===== src/sv/rbfe_pkg.sv =====
// ----------------------------------------------------------------------------
// rbfe_pkg
// Shared types, constants and channel math for the RGB bulb fade engine.
// ----------------------------------------------------------------------------
package rbfe_pkg;

  localparam int unsigned MAX_BULBS  = 8;
  localparam int unsigned IdxW       = $clog2(MAX_BULBS);
  localparam int unsigned CntW       = 3;
  localparam int unsigned MaxTick    = (MAX_BULBS < 6) ? MAX_BULBS : 6;
  localparam int unsigned QueueDepth = 2;
  localparam int unsigned QPtrW      = $clog2(QueueDepth);
  localparam int unsigned ApbAddrW   = 2;
  localparam int unsigned ApbDataW   = 32;

  localparam logic [7:0] SnapLimit = 8'd12;

  typedef enum logic [2:0] {
    OP_SET_TGT_ONE = 3'd0,
    OP_SET_CUR_ONE = 3'd1,
    OP_SET_TGT_ALL = 3'd2,
    OP_SET_CUR_ALL = 3'd3,
    OP_TICK        = 3'd4,
    OP_READ        = 3'd5
  } op_e;

  localparam logic [ApbAddrW-1:0] RegBulbCount = '0;

  typedef struct packed {
    logic [7:0] red;
    logic [7:0] green;
    logic [7:0] blue;
  } rgb_t;

  localparam rgb_t CurReset = '{red: 8'd0, green: 8'd0, blue: 8'd0};
  localparam rgb_t TgtReset = '{red: 8'd128, green: 8'd0, blue: 8'd77};

  typedef struct packed {
    logic [2:0] op;
    logic [2:0] bulb;
    logic [7:0] red;
    logic [7:0] green;
    logic [7:0] blue;
    logic [7:0] frame_time;
  } in_item_t;

  typedef struct packed {
    logic [2:0] bulb_index;
    logic [7:0] cur_red;
    logic [7:0] cur_green;
    logic [7:0] cur_blue;
    logic [7:0] tgt_red;
    logic [7:0] tgt_green;
    logic [7:0] tgt_blue;
    logic       last;
  } out_item_t;

  // Classified command handed from the front end to the back end
  typedef struct packed {
    op_e             op;
    logic [2:0]      bulb;
    logic            ok;
    rgb_t            rgb;
    logic [7:0]      frame_time;
    logic [CntW-1:0] count;
  } cmd_t;

  // floor(2(i+2) / 3n) with i < n is never above 1, so it reduces to a compare
  function automatic logic tick_factor(logic [IdxW-1:0] i, logic [CntW-1:0] n);
    logic [7:0] a;
    logic [7:0] b;
    a = 8'(i) + 8'd2;
    b = 8'(n) * 8'd3;
    return ({a[6:0], 1'b0} >= b);
  endfunction

  function automatic logic [7:0] step_channel(logic [7:0] cur, logic [7:0] tgt,
                                             logic [7:0] delta);
    logic [7:0] span;
    logic [8:0] up;
    logic [7:0] res;
    span = (cur > tgt) ? (cur - tgt) : (tgt - cur);
    up   = {1'b0, cur} + {1'b0, delta};
    if (span <= SnapLimit) begin
      res = tgt;
    end else if (tgt > cur) begin
      res = up[8] ? 8'hFF : up[7:0];
    end else begin
      res = (delta > cur) ? 8'h00 : (cur - delta);
    end
    return res;
  endfunction

endpackage


===== src/sv/rbfe_front.sv =====
// ----------------------------------------------------------------------------
// rbfe_front
// Input side: takes beats, decodes the op, holds the bulb count register and
// pushes classified commands into the command queue.
// ----------------------------------------------------------------------------
module rbfe_front (
  input  logic                           clk_i,
  input  logic                           rst_ni,
  input  logic                           in_valid_i,
  output logic                           in_ready_o,
  input  rbfe_pkg::in_item_t             in_data_i,
  input  logic                           psel,
  input  logic                           penable,
  input  logic                           pwrite,
  input  logic [rbfe_pkg::ApbAddrW-1:0]  paddr,
  input  logic [rbfe_pkg::ApbDataW-1:0]  pwdata,
  output logic [rbfe_pkg::ApbDataW-1:0]  prdata,
  output logic                           pready,
  input  logic                           full_i,
  output logic                           push_o,
  output rbfe_pkg::cmd_t                 cmd_o
);

  logic [rbfe_pkg::CntW-1:0] bulb_count_q, bulb_count_d;
  logic                      known;
  logic [rbfe_pkg::CntW-1:0] count_eff;

  assign pready = 1'b1;

  always_comb begin
    bulb_count_d = bulb_count_q;
    if (psel && penable && pwrite && (paddr == rbfe_pkg::RegBulbCount)) begin
      bulb_count_d = pwdata[rbfe_pkg::CntW-1:0];
    end
  end

  always_ff @(posedge clk_i or negedge rst_ni) begin
    if (!rst_ni) begin
      bulb_count_q <= rbfe_pkg::CntW'(1);
    end else begin
      bulb_count_q <= bulb_count_d;
    end
  end

  always_comb begin
    prdata = '0;
    if (paddr == rbfe_pkg::RegBulbCount) begin
      prdata = rbfe_pkg::ApbDataW'(bulb_count_q);
    end
  end

  // Clamp the walk length to 1..MaxTick
  always_comb begin
    priority if (bulb_count_q == '0) begin
      count_eff = rbfe_pkg::CntW'(1);
    end else if (32'(bulb_count_q) > rbfe_pkg::MaxTick) begin
      count_eff = rbfe_pkg::CntW'(rbfe_pkg::MaxTick);
    end else begin
      count_eff = bulb_count_q;
    end
  end

  always_comb begin
    unique case (in_data_i.op)
      rbfe_pkg::OP_SET_TGT_ONE, rbfe_pkg::OP_SET_CUR_ONE,
      rbfe_pkg::OP_SET_TGT_ALL, rbfe_pkg::OP_SET_CUR_ALL,
      rbfe_pkg::OP_TICK,        rbfe_pkg::OP_READ: known = 1'b1;
      default:                                    known = 1'b0;
    endcase
  end

  assign in_ready_o = !full_i;
  // Unknown ops are taken and dropped
  assign push_o     = in_valid_i && !full_i && known;

  always_comb begin
    cmd_o.op         = rbfe_pkg::op_e'(in_data_i.op);
    cmd_o.bulb       = in_data_i.bulb;
    cmd_o.ok         = (32'(in_data_i.bulb) < rbfe_pkg::MAX_BULBS);
    cmd_o.rgb.red    = in_data_i.red;
    cmd_o.rgb.green  = in_data_i.green;
    cmd_o.rgb.blue   = in_data_i.blue;
    cmd_o.frame_time = in_data_i.frame_time;
    cmd_o.count      = count_eff;
  end

endmodule


===== src/sv/rbfe_queue.sv =====
// ----------------------------------------------------------------------------
// rbfe_queue
// Short command FIFO between the front end and the back end.
// ----------------------------------------------------------------------------
module rbfe_queue (
  input  logic           clk_i,
  input  logic           rst_ni,
  input  logic           push_i,
  input  rbfe_pkg::cmd_t push_data_i,
  output logic           full_o,
  input  logic           pop_i,
  output logic           valid_o,
  output rbfe_pkg::cmd_t data_o
);

  rbfe_pkg::cmd_t                mem_q [rbfe_pkg::QueueDepth];
  logic [rbfe_pkg::QPtrW-1:0]    wptr_q, wptr_d;
  logic [rbfe_pkg::QPtrW-1:0]    rptr_q, rptr_d;
  logic [rbfe_pkg::QPtrW:0]      cnt_q, cnt_d;
  logic                          do_push, do_pop;

  assign full_o  = (32'(cnt_q) == rbfe_pkg::QueueDepth);
  assign valid_o = (cnt_q != '0);
  assign data_o  = mem_q[rptr_q];
  assign do_push = push_i && !full_o;
  assign do_pop  = pop_i && valid_o;

  // Depth is a power of two, so pointers wrap on their own
  always_comb begin
    wptr_d = do_push ? wptr_q + rbfe_pkg::QPtrW'(1) : wptr_q;
    rptr_d = do_pop  ? rptr_q + rbfe_pkg::QPtrW'(1) : rptr_q;
    cnt_d  = cnt_q;
    if (do_push && !do_pop) begin
      cnt_d = cnt_q + (rbfe_pkg::QPtrW+1)'(1);
    end else if (do_pop && !do_push) begin
      cnt_d = cnt_q - (rbfe_pkg::QPtrW+1)'(1);
    end
  end

  always_ff @(posedge clk_i or negedge rst_ni) begin
    if (!rst_ni) begin
      wptr_q <= '0;
      rptr_q <= '0;
      cnt_q  <= '0;
    end else begin
      wptr_q <= wptr_d;
      rptr_q <= rptr_d;
      cnt_q  <= cnt_d;
    end
  end

  always_ff @(posedge clk_i) begin
    if (do_push) begin
      mem_q[wptr_q] <= push_data_i;
    end
  end

endmodule


===== src/sv/rbfe_back.sv =====
// ----------------------------------------------------------------------------
// rbfe_back
// Execution side: holds the color stores, carries out one command step per
// cycle while the output register is free (one bulb per cycle on a tick) and drives the output register.
// ----------------------------------------------------------------------------
module rbfe_back (
  input  logic                 clk_i,
  input  logic                 rst_ni,
  input  logic                 cmd_valid_i,
  input  rbfe_pkg::cmd_t       cmd_i,
  output logic                 pop_o,
  output logic                 out_valid_o,
  input  logic                 out_ready_i,
  output rbfe_pkg::out_item_t  out_data_o
);

  rbfe_pkg::rgb_t              cur_q [rbfe_pkg::MAX_BULBS];
  rbfe_pkg::rgb_t              tgt_q [rbfe_pkg::MAX_BULBS];
  logic [rbfe_pkg::IdxW-1:0]   idx_q, idx_d;
  logic                        out_valid_q, out_valid_d;
  rbfe_pkg::out_item_t         out_q;

  logic                        slot_free, fire, emit, tick_last;
  logic [rbfe_pkg::IdxW-1:0]   addr;
  rbfe_pkg::rgb_t              cur_rd, tgt_rd, stepped, res_cur, res_tgt;
  logic [7:0]                  delta;
  logic                        wr_cur_one, wr_tgt_one, wr_cur_all, wr_tgt_all;
  rbfe_pkg::rgb_t              wr_data;
  logic [2:0]                  res_idx;
  logic                        res_last;

  assign slot_free = !out_valid_q || out_ready_i;
  assign fire      = cmd_valid_i && slot_free;

  assign addr   = (cmd_i.op == rbfe_pkg::OP_TICK) ? idx_q : rbfe_pkg::IdxW'(cmd_i.bulb);
  assign cur_rd = cur_q[addr];
  assign tgt_rd = tgt_q[addr];

  assign delta     = rbfe_pkg::tick_factor(idx_q, cmd_i.count) ? cmd_i.frame_time : 8'd0;
  assign tick_last = ((32'(idx_q) + 32'd1) == 32'(cmd_i.count));

  always_comb begin
    stepped = cur_rd;
    if (cur_rd != tgt_rd) begin
      stepped.red   = rbfe_pkg::step_channel(cur_rd.red,   tgt_rd.red,   delta);
      stepped.green = rbfe_pkg::step_channel(cur_rd.green, tgt_rd.green, delta);
      stepped.blue  = rbfe_pkg::step_channel(cur_rd.blue,  tgt_rd.blue,  delta);
    end
  end

  always_comb begin
    emit       = 1'b0;
    pop_o      = 1'b0;
    idx_d      = idx_q;
    wr_cur_one = 1'b0;
    wr_tgt_one = 1'b0;
    wr_cur_all = 1'b0;
    wr_tgt_all = 1'b0;
    wr_data    = cmd_i.rgb;
    res_cur    = cur_rd;
    res_tgt    = tgt_rd;
    res_idx    = cmd_i.bulb;
    res_last   = 1'b1;
    unique case (cmd_i.op)
      rbfe_pkg::OP_SET_TGT_ONE: begin
        emit       = 1'b1;
        pop_o      = fire;
        wr_tgt_one = fire && cmd_i.ok;
        res_tgt    = cmd_i.rgb;
      end
      rbfe_pkg::OP_SET_CUR_ONE: begin
        emit       = 1'b1;
        pop_o      = fire;
        wr_cur_one = fire && cmd_i.ok;
        res_cur    = cmd_i.rgb;
      end
      rbfe_pkg::OP_SET_TGT_ALL: begin
        pop_o      = fire;
        wr_tgt_all = fire;
      end
      rbfe_pkg::OP_SET_CUR_ALL: begin
        pop_o      = fire;
        wr_cur_all = fire;
      end
      rbfe_pkg::OP_TICK: begin
        // Advance one bulb per beat, drop the command after the last one
        emit       = 1'b1;
        wr_cur_one = fire;
        wr_data    = stepped;
        res_cur    = stepped;
        res_idx    = 3'(idx_q);
        res_last   = tick_last;
        if (fire) begin
          pop_o = tick_last;
          idx_d = tick_last ? '0 : idx_q + rbfe_pkg::IdxW'(1);
        end
      end
      rbfe_pkg::OP_READ: begin
        emit  = 1'b1;
        pop_o = fire;
      end
      default: begin
        pop_o = fire;
      end
    endcase
    if (cmd_i.op != rbfe_pkg::OP_TICK && !cmd_i.ok) begin
      res_cur = rbfe_pkg::CurReset;
      res_tgt = rbfe_pkg::CurReset;
    end
  end

  always_comb begin
    out_valid_d = out_valid_q;
    if (fire && emit) begin
      out_valid_d = 1'b1;
    end else if (out_ready_i) begin
      out_valid_d = 1'b0;
    end
  end

  always_ff @(posedge clk_i or negedge rst_ni) begin
    if (!rst_ni) begin
      idx_q       <= '0;
      out_valid_q <= 1'b0;
      for (int i = 0; i < rbfe_pkg::MAX_BULBS; i++) begin
        cur_q[i] <= rbfe_pkg::CurReset;
        tgt_q[i] <= rbfe_pkg::TgtReset;
      end
    end else begin
      idx_q       <= idx_d;
      out_valid_q <= out_valid_d;
      for (int i = 0; i < rbfe_pkg::MAX_BULBS; i++) begin
        if (wr_cur_all || (wr_cur_one && (addr == rbfe_pkg::IdxW'(i)))) begin
          cur_q[i] <= wr_data;
        end
        if (wr_tgt_all || (wr_tgt_one && (addr == rbfe_pkg::IdxW'(i)))) begin
          tgt_q[i] <= wr_data;
        end
      end
    end
  end

  always_ff @(posedge clk_i) begin
    if (fire && emit) begin
      out_q.bulb_index <= res_idx;
      out_q.cur_red    <= res_cur.red;
      out_q.cur_green  <= res_cur.green;
      out_q.cur_blue   <= res_cur.blue;
      out_q.tgt_red    <= res_tgt.red;
      out_q.tgt_green  <= res_tgt.green;
      out_q.tgt_blue   <= res_tgt.blue;
      out_q.last       <= res_last;
    end
  end

  assign out_valid_o = out_valid_q;
  assign out_data_o  = out_q;

endmodule


===== src/sv/rgb_bulb_fade_engine.sv =====
// ----------------------------------------------------------------------------
// rgb_bulb_fade_engine
// Per-bulb current/target RGB store with frame-tick fading toward target.
// ----------------------------------------------------------------------------
//  channel   direction  handshake              payload
//  in        sink       in_valid_i/in_ready_o  in_item_t  (op, bulb, color, frame_time)
//  out       source     out_valid_o/out_ready_i out_item_t (bulb state, last)
//  config    APB slave  psel/penable/pready    bulb_count at address 0
//
//  A tick walks bulb_count bulbs in the back end (bulb_count clamped to 1..6),
//  one bulb per cycle through the shared channel update while the output is
//  not stalled; every other op is a single command step.
//  Results leave through one output register; a stalled output holds the back end.
//  A two-entry command queue keeps the input side taking beats while the back end works.
//  Reset is asynchronous, active low; color stores reset in place, no clearing pass.
// ----------------------------------------------------------------------------
module rgb_bulb_fade_engine (
  input  logic                           clk_i,
  input  logic                           rst_ni,
  input  logic                           in_valid_i,
  output logic                           in_ready_o,
  input  rbfe_pkg::in_item_t             in_data_i,
  output logic                           out_valid_o,
  input  logic                           out_ready_i,
  output rbfe_pkg::out_item_t            out_data_o,
  input  logic                           psel,
  input  logic                           penable,
  input  logic                           pwrite,
  input  logic [rbfe_pkg::ApbAddrW-1:0]  paddr,
  input  logic [rbfe_pkg::ApbDataW-1:0]  pwdata,
  output logic [rbfe_pkg::ApbDataW-1:0]  prdata,
  output logic                           pready
);

  logic           q_full, q_push, q_pop, q_valid;
  rbfe_pkg::cmd_t q_in, q_out;

  rbfe_front u_front (
    .clk_i      (clk_i),
    .rst_ni     (rst_ni),
    .in_valid_i (in_valid_i),
    .in_ready_o (in_ready_o),
    .in_data_i  (in_data_i),
    .psel       (psel),
    .penable    (penable),
    .pwrite     (pwrite),
    .paddr      (paddr),
    .pwdata     (pwdata),
    .prdata     (prdata),
    .pready     (pready),
    .full_i     (q_full),
    .push_o     (q_push),
    .cmd_o      (q_in)
  );

  rbfe_queue u_queue (
    .clk_i       (clk_i),
    .rst_ni      (rst_ni),
    .push_i      (q_push),
    .push_data_i (q_in),
    .full_o      (q_full),
    .pop_i       (q_pop),
    .valid_o     (q_valid),
    .data_o      (q_out)
  );

  rbfe_back u_back (
    .clk_i       (clk_i),
    .rst_ni      (rst_ni),
    .cmd_valid_i (q_valid),
    .cmd_i       (q_out),
    .pop_o       (q_pop),
    .out_valid_o (out_valid_o),
    .out_ready_i (out_ready_i),
    .out_data_o  (out_data_o)
  );

endmodule


===== config.mk =====
export PLATFORM = sky130hd
export DESIGN_NAME = rgb_bulb_fade_engine
export DESIGN_NICKNAME = d
export VERILOG_FILES = /design/src/sv/rbfe_pkg.sv /design/src/sv/rbfe_front.sv /design/src/sv/rbfe_queue.sv /design/src/sv/rbfe_back.sv /design/src/sv/rgb_bulb_fade_engine.sv
export SDC_FILE = /design/constraint.sdc
export NUM_CORES = 1
export LEC_CHECK = 0
export ABC_AREA = 1
export BUFFER_PORTS_ARGS = -buffer_cell sky130_fd_sc_hd__buf_4
export CAP_MARGIN = 10
export CORE_MARGIN = 4
export CORE_UTILIZATION = 50
export DETAILED_ROUTE_END_ITERATION = 7
export GPL_ROUTABILITY_DRIVEN = 0
export PLACE_DENSITY_LB_ADDON = 0.12
export SLEW_MARGIN = 40
export SYNTH_ARGS = -nofsm -noshare
export SYNTH_HDL_FRONTEND = slang
export SYNTH_SLANG_ARGS = --single-unit
export TNS_END_PERCENT = 20

===== constraint.sdc =====
create_clock -name clk_i -period 6.3 [get_ports clk_i]
set_input_delay 0 -clock clk_i [delete_from_list [all_inputs] [get_ports clk_i]]
set_output_delay 0 -clock clk_i [all_outputs]
set_load 0.02 [all_outputs]

Word level (Yosys, flattened, before mapping)
Memory sizes are Yosys's and may differ from the RTL's.
Index checks and enable logic that the tools add are counted.
Storage, ports and cells
  output and inout port bits: 87
  word-level logic and storage cells: 227
  register bits: 447
  bits of input ports: 79
  memories kept: 1
  bits in writable memories: 82
Operators by class
  reductions and logical operators: 62
  order comparisons: 15
  bitwise operators: 1
  multiply operators: 1
  eq/ne operators: 21
  muxes and demuxes: 45
  add/sub/neg operators: 19
Memories
  u_queue.mem_q: depth 2, bits a word 41, rd ports 1, clocked after memory_dff 0, wr ports 1, RTL line rbfe_queue.sv:16  | rbfe_pkg::cmd_t mem_q [rbfe_pkg::QueueDepth];
Operator list (number)
  2-to-1 mux 24 bit: 7
  binary-select mux 24 bit (select 3 bit): 2
  2-to-1 mux 8 bit: 16
  greater-than comparator 8 bit: 9
  subtractor 8 bit: 9
  one-hot mux 24 bit (2 select lines): 1
  == test 32 x 3 -> 1 bit: 1
  logical AND 1 bit: 28
  adder 8 x 8 -> 9 bit: 3
  == test 3 bit, second input constant: 8
  <= comparator 8 x 4 -> 1 bit, second input constant: 3
  inequality test 24 bit: 1
  == test 3 x 2 -> 1 bit, second input constant: 6
  logical OR 1 bit: 17
  2-to-1 mux 3 bit: 5
  logical NOT 3 bit: 4
  2-to-1 mux 1 bit: 11
  == test 3 x 1 -> 1 bit, second input constant: 3
  greater-or-equal comparator 8 x 5 -> 1 bit: 1
  nonzero test 2 bit: 3
  OR reduction 6 bit: 1
  multiplier 3 x 2 -> 5 bit, second input constant: 1
  adder 3 x 1 -> 4 bit, second input constant: 1
  adder 3 x 2 -> 4 bit, second input constant: 1
  other kinds (17): 22

Longest topological paths before layout
Gate-level depths: netlist of the first run.
An unclocked memory read counts as a cell.
  word-level depth: 13
  gate-level depth with buffers: 37
  gate-level depth less buffers: 34

By module
From an unflattened synthesis of the first run, not the netlist that was laid out.
Unflattened totals
  cells, all modules: 3966
  area, all modules: 30813.3 um^2
Modules (own cells, without submodules)
  rbfe_back: times used 1, area each 26749.4 um^2, cells an instance 3613, sequential area each 11320.9 um^2
  rbfe_queue: times used 1, area each 3329.4 um^2, cells an instance 251, sequential area each 2622.5 um^2
  rbfe_front: times used 1, area each 734.5 um^2, cells an instance 102, sequential area each 76.3 um^2

Least setup slack after synthesis of the first run
OpenSTA, ideal clock, no wires.
  path kind: register to register
  start point: reg u_queue.rptr_q
  end point: reg u_back.tgt_q[134] in the netlist's numbering
  slack: 1.243 ns
  setup time: 0.065 ns
  clock period less this slack: 5.057 ns
  data required time: 6.235 ns
  path buffers: 2
  stages on the path, launching flop included: 33
  data arrival time: 4.992 ns
  cell sequence: dfrtp_1 inv_2 clkbuf_1 or2_2 o21ai_0 inv_1 ha_1 inv_1 fa_1 ha_1 o21ai_0 nand2_1 a21oi_1 o21bai_1 o211ai_1 inv_1 ha_1 inv_1 fa_1 o21ai_0 nand4_1 nand2_1 inv_1 nand3_1 nand2_1 nand2_1 nand2_1 nand3_1 nand2_1 nand2_2 buf_6 nand2_1 nand2_1
On the way
  longest elaborated chain between the ends: 13
  elaborated cells on any way between the ends: 36
  classes of those cells: add/sub: 4; mul: 1; order compare: 5; eq/ne: 4; mux: 17; bitwise: 1; reduce/logical: 3; memory: 1
RTL lines
  from (decl): RTL line rbfe_queue.sv:18  | logic [rbfe_pkg::QPtrW-1:0] rptr_q, rptr_d;
  from (signal assigned): RTL line rbfe_queue.sv:47  | rptr_q <= rptr_d;
  memory read (2 x 41 bit) *
  parallel branches: the longest is 12 deep, another holds greater-or-equal comparator 8 x 5 -> 1 bit
  to (signal, indexed assignment): RTL line rbfe_back.sv:127  | tgt_q[i] <= rbfe_pkg::TgtReset;
  to (signal, indexed assignment): RTL line rbfe_back.sv:137  | tgt_q[i] <= wr_data;
  to (decl): RTL line rbfe_back.sv:18  | rbfe_pkg::rgb_t tgt_q [rbfe_pkg::MAX_BULBS];
Mark *: on every way between the ends. The select of a mux whose other input is x is not followed.
A chain may end at the register's enable or synchronous reset.

Worst setup path after layout of the first run
  start point: reg u_queue.rptr_q
  end point: reg u_back.cur_q[84] in the netlist's numbering
On the way
  longest elaborated chain between the ends: 13
  elaborated cells on any way between the ends: 36
  classes of those cells: add/sub: 4; mul: 1; order compare: 5; eq/ne: 5; mux: 17; bitwise: 1; reduce/logical: 2; memory: 1
RTL lines
  memory read (2 x 41 bit) *
  parallel branches: the longest is 12 deep, another holds greater-or-equal comparator 8 x 5 -> 1 bit
  to (signal, indexed assignment): RTL line rbfe_back.sv:126  | cur_q[i] <= rbfe_pkg::CurReset;
  to (signal, indexed assignment): RTL line rbfe_back.sv:134  | cur_q[i] <= wr_data;
  to (decl): RTL line rbfe_back.sv:17  | rbfe_pkg::rgb_t cur_q [rbfe_pkg::MAX_BULBS];
Marked as above.

==> results_dict.tcl, run 1 <==
set metrics [dict create \
    status "finished clean" \
    crit_path_frequent_cell "nand2_1" \
    rsz0062_at_grt "true" \
    slew-limit-headroom_pct 50.3 \
    grt_use_total_pct 29.6 \
    synth-seq-area-share_pct 43.8 \
    slowest_delay_ps 510 \
    ys_ff_latch 529 \
    syn2layout_area_growth_pct 12.3 \
    cts_buffers 58 \
    coreArea_um2 63100 \
    htreeDepth 2 \
    drv_cap 0 \
    grt_pass1_wl_mm 156 \
    grt_overflow 0 \
    drtAntennaViolNets 0 \
    crit_path_end_kind "flop" \
    drtIter0Drc 2922 \
    crit_fanout 20 \
    finalCritPeriodShare_pct 93.7 \
    period_needed_ps 5900 \
    post-route-util_pct 56.7 \
    synth_edf_count 134 \
    ys_warn_count 0 \
    synthArstFlopShare_pct 74.7 \
    synth_cells 4512 \
    num_rows 92 \
    cp_top_family "simple AND/OR/NAND/NOR gates" \
    hp-class "in -> async" \
    critPathBufInv 5 \
    tritoncts "yes" \
    yosysTopAreaCell "dfrtp_1" \
    finish.instance_area_um2 35800 \
    numPortBuffers 106 \
    fmax_mhz 169 \
    netlist.area_leader.share_pct 27.8 \
    fin_hold_ws_ps 19.7 \
    root_buffer "clkbuf_16" \
    syn_area_per_cell_um2 7.06 \
    crit_arrival_ps 6480 \
    die_area_um2 67800 \
    first_pass_iters 6 \
    drc_errors 0 \
    nets 4780 \
    cp-start-kind "flop" \
    hpwl_mm 67.2 \
    synth_common_cells "nand2_1, inv_1, dfrtp_1" \
    ctsLongestPathBuffers 3 \
    synth_area_leaders "dfrtp_1, nand2_1, edfxtp_1" \
    grt_pass1_vias 26913 \
    wire_per_inst_um 18.7 \
    tightest_slew_ps 741 \
    hold_viol 0 \
    placed_cell_area_um2 33100 \
    final.setup.tns_ps 0 \
    slew_viol_final 0 \
    die_w_um 260 \
    yosysMostFrequentCell "nand2_1" \
    viasPerCell 5.24 \
    antenna_found_initial 1 \
    drive_gt1_share_pct 8.80 \
    wirelength_mm 102 \
    path_class "reg -> reg" \
    clk_latency_ps 650 \
    synth_area_um2 31800 \
    num_antenna_cells 0 \
    synth_cell_type_count 42 \
    ios 166 \
    slowest_stage "nor2_1" \
    cts_setup_buffers 0 \
    clk_pin_slew_ps 60 \
    initial_core_util_pct 50.5 \
    cts.sinks 529 \
    die-height_um 260 \
    worstPathRequired_ps 6870 \
    vias 28683 \
    setup_viol 0 \
    ys.flop_type "dfrtp_1" \
    grt_max_degree 102 \
    clock_skew_ps 50.8 \
]
## state kept, by name, summed over array words and instances (netlist names)
| signal | cells |
|---|---|
| u_back.tgt_q | 192 |
| u_queue.mem_q | 82 |
| u_back.idx_q | 3 |
| u_back.cur_q | 192 |
| u_front.bulb_count_q | 3 |
| u_queue.wptr_q | 1 |
| u_queue.rptr_q | 1 |
| u_back.out_data_o | 52 |
| u_queue.cnt_q | 2 |
| u_back.out_valid_o | 1 |
## per-layer routing
metal  share of wire, %  GRT usage [%]  wire [µm]
met3                7.1           4.16       7290
met5                  0              0          0
met4                3.8           10.7       3930
met1                 43           41.1      44200
met2                 46           47.7      46800
## timing repair
action	in CTS	in global routing
hold buffers	51	0
endpoints found under the setup margin	0	387
hold endpoints to repair	280	0
resized for setup	0	24
## metrics by stage
step           setup slack (ps)  cells
5_1_grt                   -15.5   5473
4_1_cts                     191   5471
2_1_floorplan              1240   4540
3_3_place_gp                260   5312
3_5_place_dp                279   5314
6_report                    396   5473
## path summary, 6_finish.rpt
| kind | slack, ps | to | startpoint | cells past startpoint |
|---|---|---|---|---|
| max | 400 | u_back.cur_q[84]$_DFFE_PN0P_ | u_queue.rptr_q$_DFFE_PN0P_ | 32 |
| min | 20 | u_back.tgt_q[50]$_DFFE_PN1P_ | rst_ni | 2 |
| max reg2reg | 400 | u_back.cur_q[84]$_DFFE_PN0P_ | u_queue.rptr_q$_DFFE_PN0P_ | 32 |
| min reg2reg | 470 | u_back.tgt_q[95]$_DFFE_PN1P_ | u_back.tgt_q[95]$_DFFE_PN1P_ | 2 |
| max in group asynchronous | 5290 | u_back.cur_q[98]$_DFFE_PN0P_ | rst_ni | 4 |
| min in group clk_i | 90 | u_queue.mem_q[0][37]$_DFFE_PP_ | in_data_i[34] | 2 |
## cell usage in the layout (no fill, tap or decap), types with 21 or more instances in the layout
cell / count
dlygate4sd3_1: 50
o21ai_0: 213
edfxtp_1: 134
buf_4: 155
or2_2: 32
nor2_1: 111
clkbuf_16: 58
xor2_1: 27
inv_2: 21
nand3_1: 286
nand2_1: 2225
conb_1: 30
ha_1: 106
dfrtp_1: 354
nand4_1: 25
inv_1: 511
a21oi_1: 57
dfstp_2: 41
## cell type report
class / count / area, µm²
multi-input combinational: 3243 / 14800
inverter: 534 / 2010
fill: 6178 / 27300
sequential: 529 / 14000
clock inverter: 21 / 289
clock buffer: 85 / 1700
timing repair buffer: 215 / 1890
tap: 846 / 1060
## cells by family (layout without fill, tap and decap cells)
kind of cell	Yosys count	count (layout)	synth area share (%)
flip-flops	529	529	43.8
XOR/XNOR	33	33	0.908
buffers and inverters	770	855	10.5
multiplexers	1	1	0.0314
adder cells (fa/ha/maj)	120	120	5.02
other	2	30	0.0236
AND/OR/NAND/NOR	2750	2752	34.7
AO/OA/AOI/OAI	307	307	5.05
Power of run 1 is left out: the tool's default activity adds up to more than one toggle a clock period on the data nets, which glitch-free logic cannot reach.
==> inputs of run 2 (changes only) <==
Settings changed: ABC_AREA 1 to unset, PLACE_DENSITY set to 0.67, PLACE_DENSITY_LB_ADDON 0.12 to unset.
==> run 2 against run 1 <==
- synthesized area shrank 8.7%
- global-route usage fell by 1.2 points
- clock skew shrank 26 ps
- worst hold slack improved by 65 ps
- setup slack worse by 150 ps
- sequential share of layout area rose by 2.7 points
- non-clock buffer count is 96 higher
==> results_dict.tcl, run 2 <==
set metrics [dict create \
    ys.flop_type "dfrtp_1" \
    drc_errors 0 \
    netlist.area_leader.share_pct 30.5 \
    synth-seq-area-share_pct 48.0 \
    synth_area_um2 29100 \
    reg2reg_depth 20 \
    cp-start-kind "flop" \
    syn_area_per_cell_um2 9.61 \
    wire_per_inst_um 23.1 \
    cts_buffers 54 \
    drv_cap 0 \
    grt_pass1_wl_mm 141 \
    clk_latency_ps 630 \
    die-height_um 249 \
    syn2layout_area_growth_pct 15.1 \
    coreArea_um2 57600 \
    slowest_delay_ps 650 \
    synth_cells 3026 \
    clk_pin_slew_ps 60 \
    first_pass_iters 8 \
    final.setup.tns_ps 0 \
    tritoncts "yes" \
    fmax_mhz 165 \
    ctsLongestPathBuffers 3 \
    pre_cts_ws_ps 89.1 \
    grt_pass1_vias 24430 \
    cts.sinks 529 \
    final_common_cell "dfrtp_1" \
    slew_viol_final 0 \
    crit_fanout 19 \
    finalCritPeriodShare_pct 96.2 \
    setup_viol 0 \
    root_buffer "clkbuf_16" \
    numPortBuffers 106 \
    drive_gt1_share_pct 17.1 \
    antenna_found_initial 3 \
    ys_ff_latch 529 \
    synth_edf_count 134 \
    worstPathRequired_ps 6790 \
    reg_top3 "u_back.cur_q (192), u_back.tgt_q (192), u_queue.mem_q (82)" \
    hp-class "in -> async" \
    grt_use_total_pct 28.4 \
    synth_common_cells "dfrtp_1, nand2_1, nor2_1" \
    vias 24956 \
    yosysMostFrequentCell "dfrtp_1" \
    initial_core_util_pct 50.5 \
    synth_area_leaders "dfrtp_1, edfxtp_1, ha_1" \
    layout_common_cells "dfrtp_1, nand2_1, nor2_1" \
    r2r_end "u_back.cur_q[95]$_DFFE_PN0P_" \
    crit_path_end_kind "flop" \
    num_rows 88 \
    drtIter0Drc 2811 \
    ys_warn_count 0 \
    hpwl_mm 63.8 \
    tightest_slew_ps 801 \
    grt_max_degree 79 \
    synthArstFlopShare_pct 74.7 \
    wirelength_mm 92.2 \
    yosysTopAreaCell "dfrtp_1" \
    setup_ws_ps 241 \
    slew-limit-headroom_pct 45.1 \
    grt_overflow 0 \
    path_cells "or4b_4, a211o_4, and2_4, buf_12, o22ai_1, nor3_1, nor2_1, inv_1, ha_1, a211o_1, a21oi_1, a21oi_1, buf_4, a2111oi_0, a32oi_1, a21o_2, buf_4, a31oi_1, a31oi_2, mux2_2" \
    die_w_um 249 \
    path_class "reg -> reg" \
    ios 166 \
    hold_viol 0 \
    crit_arrival_ps 6550 \
    status "finished clean" \
    die_area_um2 62100 \
    num-fill-cells 4888 \
    period_needed_ps 6060 \
    slowest_stage "or4b_4" \
    r2r_slack_ps 240 \
    clock_skew_ps 25.0 \
    drtAntennaViolNets 0 \
    htreeDepth 2 \
    rr_startpoint "u_queue.rptr_q$_DFFE_PN0P_" \
    synth_cell_type_count 102 \
    rsz0062_at_grt "true" \
    nets 3381 \
    viasPerCell 6.25 \
]
run 2: worst max-delay path by stage:
stage | to | start | cells after the start
3_3_place_gp | u_back.cur_q[160]$_DFFE_PN0P_ | u_queue.rptr_q$_DFFE_PN0P_ | 18
4_1_cts | u_back.out_data_o[43]$_DFFE_PP_ | u_queue.rptr_q$_DFFE_PN0P_ | 19
3_5_place_dp | u_back.out_data_o[43]$_DFFE_PP_ | u_queue.rptr_q$_DFFE_PN0P_ | 19
2_1_floorplan | u_back.out_data_o[43]$_DFFE_PP_ | u_queue.rptr_q$_DFFE_PN0P_ | 26
6_report | u_back.cur_q[95]$_DFFE_PN0P_ | u_queue.rptr_q$_DFFE_PN0P_ | 20
5_1_grt | u_back.cur_q[76]$_DFFE_PN0P_ | u_queue.rptr_q$_DFFE_PN0P_ | 20
run 2: layout make-up:
class,count,area [µm²],share of cell area (%)
diodes,1,2.50,0.00748
repair buffers,311,2630,7.86
flip-flops and latches,529,14000,41.7
clock inverters,14,119,0.355
multi-input cells,2189,13900,41.4
clock buffers,88,1570,4.69
well taps,765,957,2.86
inverters,97,367,1.10
run 2: through the flow:
step | area [µm²] | hold WS [ps] | utilization, % | std cells
2_1_floorplan | 29200 | -296 | - | 3054
3_3_place_gp | 31100 | 183 | 54.0 | 3835
3_5_place_dp | 31100 | -7.76 | 54.1 | 3836
4_1_cts | 33300 | 69.9 | 57.9 | 3986
5_1_grt | 33500 | 102 | 58.1 | 3993
6_report | 33500 | 84.9 | 58.1 | 3994
run 2: layer usage:
layer	GRT usage (%)	vias up	routed length, µm
met5	0	-	20
met2	45.4	1232	42000
li1	-	11319	-
met3	4.27	240	7720
met4	13.5	2	4850
met1	38.5	12163	37600
run 2: cell families after synthesis:
| kind of cell | count (synthesis) | synth area share (%) |
|---|---|---|
| other | 2 | 0.0258 |
| muxes | 126 | 4.69 |
| AOI/OAI and AO/OA | 1019 | 22.0 |
| xor gates and xnor gates | 25 | 0.753 |
| DFF | 529 | 48.0 |
| buffers and inverters | 337 | 5.33 |
| and+or+nand+nor | 867 | 13.6 |
| adders and majority gates | 121 | 5.53 |
run 2: critical path, delay by kind of cell, from the launching register on:
| family | cells | cell delay [ps] |
|---|---|---|
| and+or+nand+nor | 4 | 1330 |
| AOI/OAI and AO/OA | 10 | 2660 |
| buffers and inverters | 4 | 760 |
| DFF | 1 | 500 |
| adders and majority gates | 1 | 310 |
| muxes | 1 | 340 |
run 2: repair_timing:
action,in CTS,in global routing
setup buffers,0,6
hold buffers,48,0
hold endpoints to repair,289,0
endpoints found under the setup margin,0,158
resized for setup,0,20
Power of run 2 is left out for the same reason.
